===== config.mk =====
export PLATFORM = sky130hd
export DESIGN_NAME = bfs_reachability_engine
export DESIGN_NICKNAME = d
export VERILOG_FILES = /design/src/hw/rtl/bre_pkg.sv /design/src/hw/rtl/bfs_reachability_engine.sv /design/src/hw/rtl/bre_ram.sv /design/src/hw/rtl/bre_ctrl.sv /design/src/hw/rtl/bre_dp.sv
export VERILOG_INCLUDE_DIRS = /design/src /design/src/hw/rtl
export SDC_FILE = /design/constraint.sdc
export NUM_CORES = 2
export LEC_CHECK = 0
export BUFFER_PORTS_ARGS = -buffer_cell sky130_fd_sc_hd__buf_2
export CORE_MARGIN = 1
export CORE_UTILIZATION = 63
export DETAILED_ROUTE_END_ITERATION = 16
export PLACE_DENSITY = 0.8
export SETUP_SLACK_MARGIN = 0.4
export SLEW_MARGIN = 20
export SYNTH_ARGS = -nofsm -noshare
export SYNTH_HDL_FRONTEND = slang
export SYNTH_HIERARCHICAL = 1
export SYNTH_MEMORY_MAX_BITS = 65536
export SYNTH_SLANG_ARGS = --single-unit
export TNS_END_PERCENT = 100

===== constraint.sdc =====
create_clock -name clk -period 13.4 [get_ports clk]
set_input_delay 0 -clock clk [delete_from_list [all_inputs] [get_ports clk]]
set_output_delay 0 -clock clk [all_outputs]
set_load 0.02 [all_outputs]

===== src/hw/rtl/bfs_reachability_engine_assert.svh =====
// Assertion macros for the breadth-first reachability engine.
// Used by the RTL files that carry concurrent checks; expects clk and rst_n in scope.
`ifndef BFS_REACHABILITY_ENGINE_ASSERT_SVH
`define BFS_REACHABILITY_ENGINE_ASSERT_SVH

`ifndef SYNTHESIS
// Property must hold at every clock edge outside reset
`define BRE_ASSERT(lbl, prop, msg) \
    lbl: assert property (@(posedge clk) disable iff (!rst_n) prop) \
        else $error(msg);
// Condition must never be true at a clock edge outside reset
`define BRE_ASSERT_NEVER(lbl, cond, msg) \
    lbl: assert property (@(posedge clk) disable iff (!rst_n) !(cond)) \
        else $error(msg);
`else
`define BRE_ASSERT(lbl, prop, msg)
`define BRE_ASSERT_NEVER(lbl, cond, msg)
`endif

`endif


===== src/hw/rtl/bre_pkg.sv =====
// Shared types and constants of the breadth-first reachability engine.
// No dependencies; imported by the controller, datapath and top level.
package bre_pkg;

    localparam int NODE_W = 6;
    localparam int ROW_W  = 64;
    localparam int CNT_W  = 7;
    localparam logic [CNT_W-1:0] NODE_COUNT_RST = 7'd64;

    // Input word opcodes; the fourth code is unused
    typedef enum logic [1:0] {
        CMD_LOAD     = 2'd0,
        CMD_TRAVERSE = 2'd1,
        CMD_CONNECT  = 2'd2
    } bre_cmd_t;

    // Kind of result word the datapath builds
    typedef enum logic [1:0] {
        OUT_NODE,
        OUT_CONN,
        OUT_ERR
    } bre_out_kind_t;

    typedef struct packed {
        bre_cmd_t            command;
        logic [NODE_W-1:0]   row_index;
        logic [ROW_W-1:0]    row_bits;
        logic [NODE_W-1:0]   start_node;
    } bre_item_t;

    typedef struct packed {
        logic [NODE_W-1:0]   node;
        logic                last;
        logic                connected;
        logic                error;
    } bre_result_t;

    // Controller to datapath commands
    typedef struct packed {
        logic           load_adj;
        logic           init_run;
        logic           src_zero;
        logic           deq;
        logic           latch_cur;
        logic           take_row;
        logic           push;
        logic           load_out;
        bre_out_kind_t  out_kind;
    } bre_ctl_t;

    // Datapath to controller status
    typedef struct packed {
        bre_cmd_t  cmd;
        logic      start_ok;
        logic      queue_empty;
        logic      pending_zero;
        logic      out_free;
    } bre_sts_t;

    // Mask with the lowest n bits set
    function automatic logic [ROW_W-1:0] low_mask(input logic [CNT_W-1:0] n);
        logic [ROW_W-1:0] m;
        m = '0;
        for (int i = 0; i < ROW_W; i++)
        begin
            m[i] = (CNT_W'(i) < n);
        end
        return m;
    endfunction

endpackage


===== src/hw/rtl/bfs_reachability_engine.sv =====
// Breadth-first reachability engine over an adjacency bit matrix.
// Load word: no result. Error word: the error state loads the result register. Search:
// accepted in idle, then per reached node a queue RAM read (DEQ), an adjacency RAM read (ADJ),
// a take of the fresh neighbors (FRESH) and a scan that pushes each of them (SCAN); traversal
// emits each node (EMIT), connectivity ends with its verdict (CONN); these wait on result_ready.
// Reset (rst_n, async low) clears the queue pointers, visited bits and sets node_count to 64;
// adjacency rows and queue entries are undefined until written.
module bfs_reachability_engine #(
    parameter int MAX_NODES = 64
) (
    input  logic                      clk,
    input  logic                      rst_n,
    input  logic                      node_count_we,
    input  logic [bre_pkg::CNT_W-1:0] node_count_wdata,
    input  logic                      item_valid,
    output logic                      item_ready,
    input  bre_pkg::bre_item_t        item,
    output logic                      result_valid,
    input  logic                      result_ready,
    output bre_pkg::bre_result_t      result
);
    import bre_pkg::*;

    bre_ctl_t ctl;
    bre_sts_t sts;

    // Sequencer
    bre_ctrl u_ctrl (
        .clk        (clk),
        .rst_n      (rst_n),
        .item_valid (item_valid),
        .item_ready (item_ready),
        .sts        (sts),
        .ctl        (ctl)
    );

    // Storage and search datapath
    bre_dp #(
        .MAX_NODES (MAX_NODES)
    ) u_dp (
        .clk              (clk),
        .rst_n            (rst_n),
        .node_count_we    (node_count_we),
        .node_count_wdata (node_count_wdata),
        .item             (item),
        .result           (result),
        .result_valid     (result_valid),
        .result_ready     (result_ready),
        .ctl              (ctl),
        .sts              (sts)
    );

endmodule


===== src/hw/rtl/bre_ram.sv =====
// Generic simple dual-port RAM: one write port, one read port with registered data.
// No dependencies.
module bre_ram #(
    parameter int WIDTH = 64,
    parameter int DEPTH = 64
) (
    input  logic                     clk,
    input  logic                     we,
    input  logic [$clog2(DEPTH)-1:0] waddr,
    input  logic [WIDTH-1:0]         wdata,
    input  logic                     re,
    input  logic [$clog2(DEPTH)-1:0] raddr,
    output logic [WIDTH-1:0]         rdata
);

    logic [WIDTH-1:0] mem [DEPTH];
    logic [WIDTH-1:0] rdata_reg;

    // Write and registered read
    always_ff @(posedge clk)
    begin
        if (we)
        begin
            mem[waddr] <= wdata;
        end
        if (re)
        begin
            rdata_reg <= mem[raddr];
        end
    end

    assign rdata = rdata_reg;

endmodule


===== src/hw/rtl/bre_ctrl.sv =====
// Sequencer of the reachability engine: decodes input words and steps each search.
// Depends on bre_pkg; drives the datapath through bre_ctl_t and reads bre_sts_t.
module bre_ctrl (
    input  logic             clk,
    input  logic             rst_n,
    input  logic             item_valid,
    output logic             item_ready,
    input  bre_pkg::bre_sts_t sts,
    output bre_pkg::bre_ctl_t ctl
);
    import bre_pkg::*;

    typedef enum logic [2:0] {
        ST_IDLE,
        ST_DEQ,
        ST_ADJ,
        ST_FRESH,
        ST_SCAN,
        ST_EMIT,
        ST_CONN,
        ST_ERR
    } state_t;

    state_t state_reg, state_next;
    logic   conn_mode_reg, conn_mode_next;
    logic   accept;

    assign item_ready = (state_reg == ST_IDLE);
    assign accept     = item_valid && item_ready;

    // Next state and datapath commands
    always_comb
    begin
        state_next     = state_reg;
        conn_mode_next = conn_mode_reg;
        ctl            = '0;
        ctl.out_kind   = OUT_NODE;
        unique case (state_reg)
            ST_IDLE:
            begin
                if (accept)
                begin
                    unique case (sts.cmd)
                        CMD_LOAD:
                        begin
                            ctl.load_adj = 1'b1;
                        end
                        CMD_TRAVERSE:
                        begin
                            if (sts.start_ok)
                            begin
                                ctl.init_run   = 1'b1;
                                conn_mode_next = 1'b0;
                                state_next     = ST_DEQ;
                            end
                            else
                            begin
                                state_next = ST_ERR;
                            end
                        end
                        CMD_CONNECT:
                        begin
                            ctl.init_run   = 1'b1;
                            ctl.src_zero   = 1'b1;
                            conn_mode_next = 1'b1;
                            state_next     = ST_DEQ;
                        end
                        default:
                        begin
                            state_next = ST_IDLE;
                        end
                    endcase
                end
            end
            ST_DEQ:
            begin
                ctl.deq    = 1'b1;
                state_next = ST_ADJ;
            end
            ST_ADJ:
            begin
                ctl.latch_cur = 1'b1;
                state_next    = ST_FRESH;
            end
            ST_FRESH:
            begin
                ctl.take_row = 1'b1;
                state_next   = ST_SCAN;
            end
            ST_SCAN:
            begin
                // Push one new neighbor per cycle, then finish this node
                if (!sts.pending_zero)
                begin
                    ctl.push = 1'b1;
                end
                else if (!conn_mode_reg)
                begin
                    state_next = ST_EMIT;
                end
                else if (sts.queue_empty)
                begin
                    state_next = ST_CONN;
                end
                else
                begin
                    state_next = ST_DEQ;
                end
            end
            ST_EMIT:
            begin
                if (sts.out_free)
                begin
                    ctl.load_out = 1'b1;
                    ctl.out_kind = OUT_NODE;
                    state_next   = sts.queue_empty ? ST_IDLE : ST_DEQ;
                end
            end
            ST_CONN:
            begin
                if (sts.out_free)
                begin
                    ctl.load_out = 1'b1;
                    ctl.out_kind = OUT_CONN;
                    state_next   = ST_IDLE;
                end
            end
            ST_ERR:
            begin
                if (sts.out_free)
                begin
                    ctl.load_out = 1'b1;
                    ctl.out_kind = OUT_ERR;
                    state_next   = ST_IDLE;
                end
            end
            default:
            begin
                state_next = ST_IDLE;
            end
        endcase
    end

    // Hold state and run mode
    always_ff @(posedge clk or negedge rst_n)
    begin
        if (!rst_n)
        begin
            state_reg     <= ST_IDLE;
            conn_mode_reg <= 1'b0;
        end
        else
        begin
            state_reg     <= state_next;
            conn_mode_reg <= conn_mode_next;
        end
    end

endmodule


===== src/hw/rtl/bre_dp.sv =====
// Datapath of the reachability engine: adjacency RAM, node queue RAM, visited bits,
// neighbor scan and result register. Depends on bre_pkg, bre_ram and the assert header.
`include "bfs_reachability_engine_assert.svh"

module bre_dp #(
    parameter int MAX_NODES = 64
) (
    input  logic                       clk,
    input  logic                       rst_n,
    input  logic                       node_count_we,
    input  logic [bre_pkg::CNT_W-1:0]  node_count_wdata,
    input  bre_pkg::bre_item_t         item,
    output bre_pkg::bre_result_t       result,
    output logic                       result_valid,
    input  logic                       result_ready,
    input  bre_pkg::bre_ctl_t          ctl,
    output bre_pkg::bre_sts_t          sts
);
    import bre_pkg::*;

    localparam int AW = $clog2(MAX_NODES);
    localparam int PW = $clog2(MAX_NODES + 1);

    logic [CNT_W-1:0]  node_count_reg;
    logic [CNT_W-1:0]  n_eff;
    logic [PW-1:0]     head_reg;
    logic [PW-1:0]     tail_reg;
    logic [ROW_W-1:0]  visited_reg;
    logic [ROW_W-1:0]  pending_reg;
    logic [ROW_W-1:0]  lim_reg;
    logic [ROW_W-1:0]  fresh;
    logic [ROW_W-1:0]  low_bit;
    logic [NODE_W-1:0] push_idx;
    logic [NODE_W-1:0] cur_reg;
    logic [NODE_W-1:0] src;
    bre_result_t       out_reg;
    logic              out_valid_reg;
    logic              queue_empty;
    logic              out_free;
    logic              row_in_range;

    logic              q_we;
    logic [AW-1:0]     q_waddr;
    logic [NODE_W-1:0] q_wdata;
    logic [NODE_W-1:0] q_rdata;
    logic              a_we;
    logic [ROW_W-1:0]  a_rdata;

    // Effective node count, saturated to the array size
    assign n_eff = (node_count_reg > CNT_W'(MAX_NODES)) ? CNT_W'(MAX_NODES) : node_count_reg;

    assign src          = ctl.src_zero ? '0 : item.start_node;
    assign queue_empty  = (head_reg == tail_reg);
    assign out_free     = !out_valid_reg || result_ready;
    assign row_in_range = ({1'b0, item.row_index} < CNT_W'(MAX_NODES));

    // Neighbors not yet visited and inside the node count
    assign fresh = a_rdata & lim_reg & ~visited_reg;

    // Lowest pending neighbor
    assign low_bit = pending_reg & (~pending_reg + ROW_W'(1));
    always_comb
    begin
        push_idx = '0;
        for (int i = 0; i < ROW_W; i++)
        begin
            if (low_bit[i])
            begin
                push_idx = push_idx | NODE_W'(i);
            end
        end
    end

    // Status back to the controller
    always_comb
    begin
        sts.cmd          = item.command;
        sts.start_ok     = ({1'b0, item.start_node} < n_eff);
        sts.queue_empty  = queue_empty;
        sts.pending_zero = (pending_reg == '0);
        sts.out_free     = out_free;
    end

    // Node queue: seeded on run start, appended during the scan
    assign q_we    = ctl.init_run || ctl.push;
    assign q_waddr = ctl.init_run ? '0 : tail_reg[AW-1:0];
    assign q_wdata = ctl.init_run ? src : push_idx;

    bre_ram #(
        .WIDTH (NODE_W),
        .DEPTH (MAX_NODES)
    ) u_queue_ram (
        .clk   (clk),
        .we    (q_we),
        .waddr (q_waddr),
        .wdata (q_wdata),
        .re    (ctl.deq),
        .raddr (head_reg[AW-1:0]),
        .rdata (q_rdata)
    );

    // Adjacency rows: written by load words, read at the dequeued node
    assign a_we = ctl.load_adj && row_in_range;

    bre_ram #(
        .WIDTH (ROW_W),
        .DEPTH (MAX_NODES)
    ) u_adj_ram (
        .clk   (clk),
        .we    (a_we),
        .waddr (item.row_index[AW-1:0]),
        .wdata (item.row_bits),
        .re    (ctl.latch_cur),
        .raddr (q_rdata[AW-1:0]),
        .rdata (a_rdata)
    );

    // Control state: node count, queue pointers, visited and pending bits, result valid
    always_ff @(posedge clk or negedge rst_n)
    begin
        if (!rst_n)
        begin
            node_count_reg <= NODE_COUNT_RST;
            head_reg       <= '0;
            tail_reg       <= '0;
            visited_reg    <= '0;
            pending_reg    <= '0;
            out_valid_reg  <= 1'b0;
        end
        else
        begin
            if (node_count_we)
            begin
                node_count_reg <= node_count_wdata;
            end
            if (ctl.init_run)
            begin
                head_reg    <= '0;
                tail_reg    <= PW'(1);
                visited_reg <= ROW_W'(1) << src;
            end
            else
            begin
                if (ctl.deq)
                begin
                    head_reg <= head_reg + PW'(1);
                end
                if (ctl.push)
                begin
                    tail_reg <= tail_reg + PW'(1);
                end
                if (ctl.take_row)
                begin
                    visited_reg <= visited_reg | fresh;
                end
            end
            if (ctl.take_row)
            begin
                pending_reg <= fresh;
            end
            else if (ctl.push)
            begin
                pending_reg <= pending_reg & ~low_bit;
            end
            if (ctl.load_out)
            begin
                out_valid_reg <= 1'b1;
            end
            else if (result_ready)
            begin
                out_valid_reg <= 1'b0;
            end
        end
    end

    // Payload: search mask, current node, result word
    always_ff @(posedge clk)
    begin
        if (ctl.init_run)
        begin
            lim_reg <= low_mask(n_eff);
        end
        if (ctl.latch_cur)
        begin
            cur_reg <= q_rdata;
        end
        if (ctl.load_out)
        begin
            unique case (ctl.out_kind)
                OUT_NODE:
                begin
                    out_reg.node      <= cur_reg;
                    out_reg.last      <= queue_empty;
                    out_reg.connected <= 1'b0;
                    out_reg.error     <= 1'b0;
                end
                OUT_CONN:
                begin
                    out_reg.node      <= '0;
                    out_reg.last      <= 1'b1;
                    out_reg.connected <= ((visited_reg & lim_reg) == lim_reg);
                    out_reg.error     <= 1'b0;
                end
                OUT_ERR:
                begin
                    out_reg.node      <= '0;
                    out_reg.last      <= 1'b1;
                    out_reg.connected <= 1'b0;
                    out_reg.error     <= 1'b1;
                end
                default:
                begin
                    out_reg <= out_reg;
                end
            endcase
        end
    end

    assign result       = out_reg;
    assign result_valid = out_valid_reg;

    `BRE_ASSERT(a_head_not_past_tail, head_reg <= tail_reg, "queue head passed the tail")
    `BRE_ASSERT(a_push_visited, ctl.push |-> visited_reg[q_wdata], "queued node not marked visited")
    `BRE_ASSERT_NEVER(a_pending_unvisited, (pending_reg & ~visited_reg) != '0, "pending node not visited")
    `BRE_ASSERT(a_load_into_free, ctl.load_out |-> out_free, "result loaded over an untaken word")

endmodule

==> run_results.csv <==
group,metric,value,unit
global_routing,grt_usage,38.4,%
die,rows,198,
cells_and_area,layout-drive-gt1-share,23.7,%
timing,fin_crit_sh,48.4,%
synth,yosysWarnings,6,
flow_run,maxCapViolCount,0,
detailed_routing,route.met3.wl,88.1,mm
cts,cts_setup_buffers,0,
power_and_ir_drop,total_power,43.8,mW
die,chipWidth,544,um
detailed_routing,drtAntennaViolNets,0,
detailed_routing,wl_met2,259,mm
die,die_area,0.296,mm2
worst_setup_path,crit_slowest_cell,"dfstp_2",
synth,synth_edf_count,4629,
cells_and_area,area_delta_synth_final,11.7,%
cells_and_area,final-seq-area,0.143,mm2
synth,synthesis.instances,8724,
die,initial_core_util,63.5,%
power_and_ir_drop,powerDensity,212,mW/mm2
timing,worst_slack,6.91,ns
cells_and_area,mostFrequentLayoutCell,"edfxtp_1",
cells_and_area,largest_reg_flops,4096,
detailed_routing,firstDrtPassIters,6,
worst_setup_path,critPathLaunchType,"flip-flop",
placement,gp_congestion,0.953,
global_routing,grt_pass1_wl,783,mm
cts,insertion_delay,1.02,ns
worst_setup_path,cp_data_arrival_time,7.11,ns
timing,setup_violations,0,
worst_setup_path,cpPeakStageDelay,0.85,ns
worst_hold_path,hold_path_class,"in -> reg",
global_routing,antenna_found_initial,44,
worst_setup_path,crit_fanout,167,
timing,clock_skew,0.0755,ns
timing,rsz0062_at_grt,"no",
cts,cts_tree,"yes",
cells_and_area,reg.largest.list,"u_dp/u_adj_ram/mem: 4096 flops, u_dp/u_queue_ram/mem: 384 flops",
global_routing,grt_pass1_vias,102334,
cts,cts_buffer_depth,4,
worst_setup_path,endpoint_kind,"flip-flop",
placement,dp_hpwl,290,mm
timing,relSlewSlack,12.4,%
timing,whs,0.0314,ns
timing,setup_tns,0,ns
cts,cts.sinks,4783,
die,coreArea,0.292,mm2
detailed_routing,drc_errors,0,
timing,slew_viol_final,0,
detailed_routing,post_drt_wl_per_cell,41.9,um
run_status,status,"finished clean",
synth,netlist_area,0.185,mm2
cells_and_area,top_register,"u_dp/u_adj_ram/mem",
die,io_pins,101,
cells_and_area,multiInputGateArea,0.0403,mm2
detailed_routing,drt_iter0_drc,17341,
worst_setup_path,path_common_cell,"o21a_1",
detailed_routing,vias,102211,
power_and_ir_drop,leakage,65.5,nW
detailed_routing,wl,564,mm
die,fp.dieH,544,um
synth,avgSynthCellArea,21.2,um2
synth,ys_seq_elements,4783,
worst_setup_path,worstPathCellList,"nor2b_1 -> inv_1 -> ha_1 -> o21a_1 -> o21a_1 -> o21a_1 -> o21a_1 -> o21a_1 -> o21bai_1 -> a21oi_1 -> nor3b_2 -> buf_12 -> nor2b_1 -> nor2b_1 -> nand3_1 -> nor2_1",
detailed_routing,met1_length,177,mm
cells_and_area,nets,9255,
global_routing,grt-ovfl-total,0,
detailed_routing,vias_per_cell,7.59,
cts,path_clk_slew,0.06,ns
placement,io_buffers,100,
synth,netlist-cell-type-count,95,
global_routing,grt_max_degree,168,
worst_setup_path,cp.required,14.03,ns
cts,cts_buffers,451,
timing,hold_viol_final,0,
worst_setup_path,path_class,"reg -> reg",
synth,syn_nets,8827,
cts,htree_levels,5,
synth,synth-main-ff-cell,"edfxtp_1",
cells_and_area,fillers,15796,
timing,worst_pin_slew,1.30,ns
synth,async_flop_share,3.22,%
placement,pre_cts_ws,7.03,ns
timing,period_minus_slack,6.49,ns
detailed_routing,highest_layer,"met5",
synth,ys_seq_area_share,77.1,%
timing,fmax,154,MHz
cells_and_area,layout_common_cells,"edfxtp_1, mux4_2, clkbuf_16",
cts,clock-root-buffer,"clkbuf_16",
power_and_ir_drop,irDropWorstVdd,0.782,mV
layout make-up:
class,count,share of cell area [%]
Antenna cell,38,0.0460
Sequential cell,4783,69.1
Multi-Input combinational cell,3342,19.5
Inverter,113,0.205
Tap cell,3900,2.36
Timing Repair Buffer,461,1.93
Clock inverter,270,1.20
Clock buffer,565,5.74
where the power goes:
part	switching (mW)	internal, mW
registers	0.713	18.2
logic	7.95	4.24
clock network	5.76	6.98
total	14.4	29.4
layer usage:
metal	vias to the layer above	global-route usage, %
met3	2253	12.4
met2	10388	58.3
met4	34	22.2
li1	37667	-
met5	-	0
met1	51869	49.2
kinds of logic after synthesis:
logic type                 count (synthesis)  synth area share, %
AOI/OAI and AO/OA                        946                 3.69
xor gates and xnor gates                  16               0.0756
adders and majority gates                 13               0.0878
buffers and inverters                    599                 1.50
DFF                                     4783                 77.1
muxes                                   1286                 14.5
and+or+nand+nor                         1081                 3.01
per-stage QoR:
stage / util [%] / cell area [um2] / instances
after floorplan: - / 185000 / 8724
after global routing: 70.9 / 207000 / 13445
after CTS: 70.8 / 207000 / 13423
after detailed placement: 65.4 / 191000 / 12470
after global placement: 65.4 / 191000 / 12463
final: 70.9 / 207000 / 13472
final timing paths:
| check | endpoint | slack, ns | cells past startpoint | from |
|---|---|---|---|---|
| max in group asynchronous | u_dp/visited_reg[42] | 12.12 | 4 | rst_n |
| setup reg to reg | u_dp/u_queue_ram/mem[38][0] | 6.91 | 16 | u_dp/node_count_reg[6] |
| min in group asynchronous | u_dp/node_count_reg[6] | 0.22 | 3 | rst_n |
| hold / removal | u_dp/u_adj_ram/mem[48][8] | 0.03 | 2 | item[14] |
| setup / recovery | u_dp/u_queue_ram/mem[38][0] | 6.91 | 16 | u_dp/node_count_reg[6] |
| hold reg to reg | u_dp/pending_reg[17] | 0.50 | 1 | u_dp/visited_reg[17] |
critical path: cells and delay by family (launching register included):
| kind | cells | cell delay [ns] |
|---|---|---|
| DFF | 1 | 0.85 |
| adders and majority gates | 1 | 0.24 |
| buffers and inverters | 2 | 0.76 |
| and+or+nand+nor | 6 | 2.57 |
| AOI/OAI and AO/OA | 7 | 1.61 |
synthesized netlist by cell type (all sizes together) (35+ instances only):
library cell	number	share of area [%]
a21oi	111	0.30
nand2b	38	0.13
edfxtp	4629	75
o221ai	48	0.23
nor3	47	0.14
nand2	234	0.47
o22ai	119	0.40
clkbuf	220	0.45
nand3	113	0.31
a22o	100	0.47
o21ai	91	0.25
nor2	275	0.56
mux2i	152	0.82
buf	266	0.82
or3	50	0.17
or2	39	0.13
a22oi	174	0.71
nand4	44	0.16
inv	112	0.23
dfrtp	153	2.1
mux4	1117	14
a211oi	75	0.30
nor2b	55	0.19
a221oi	35	0.17
and3	85	0.29
what timing repair did:
item,in CTS,in global routing
endpoints found under the hold margin,4303,11
setup endpoints to repair,0,0
resized for setup,0,0
hold buffers,118,2
Power figures use the tool's default switching activity.
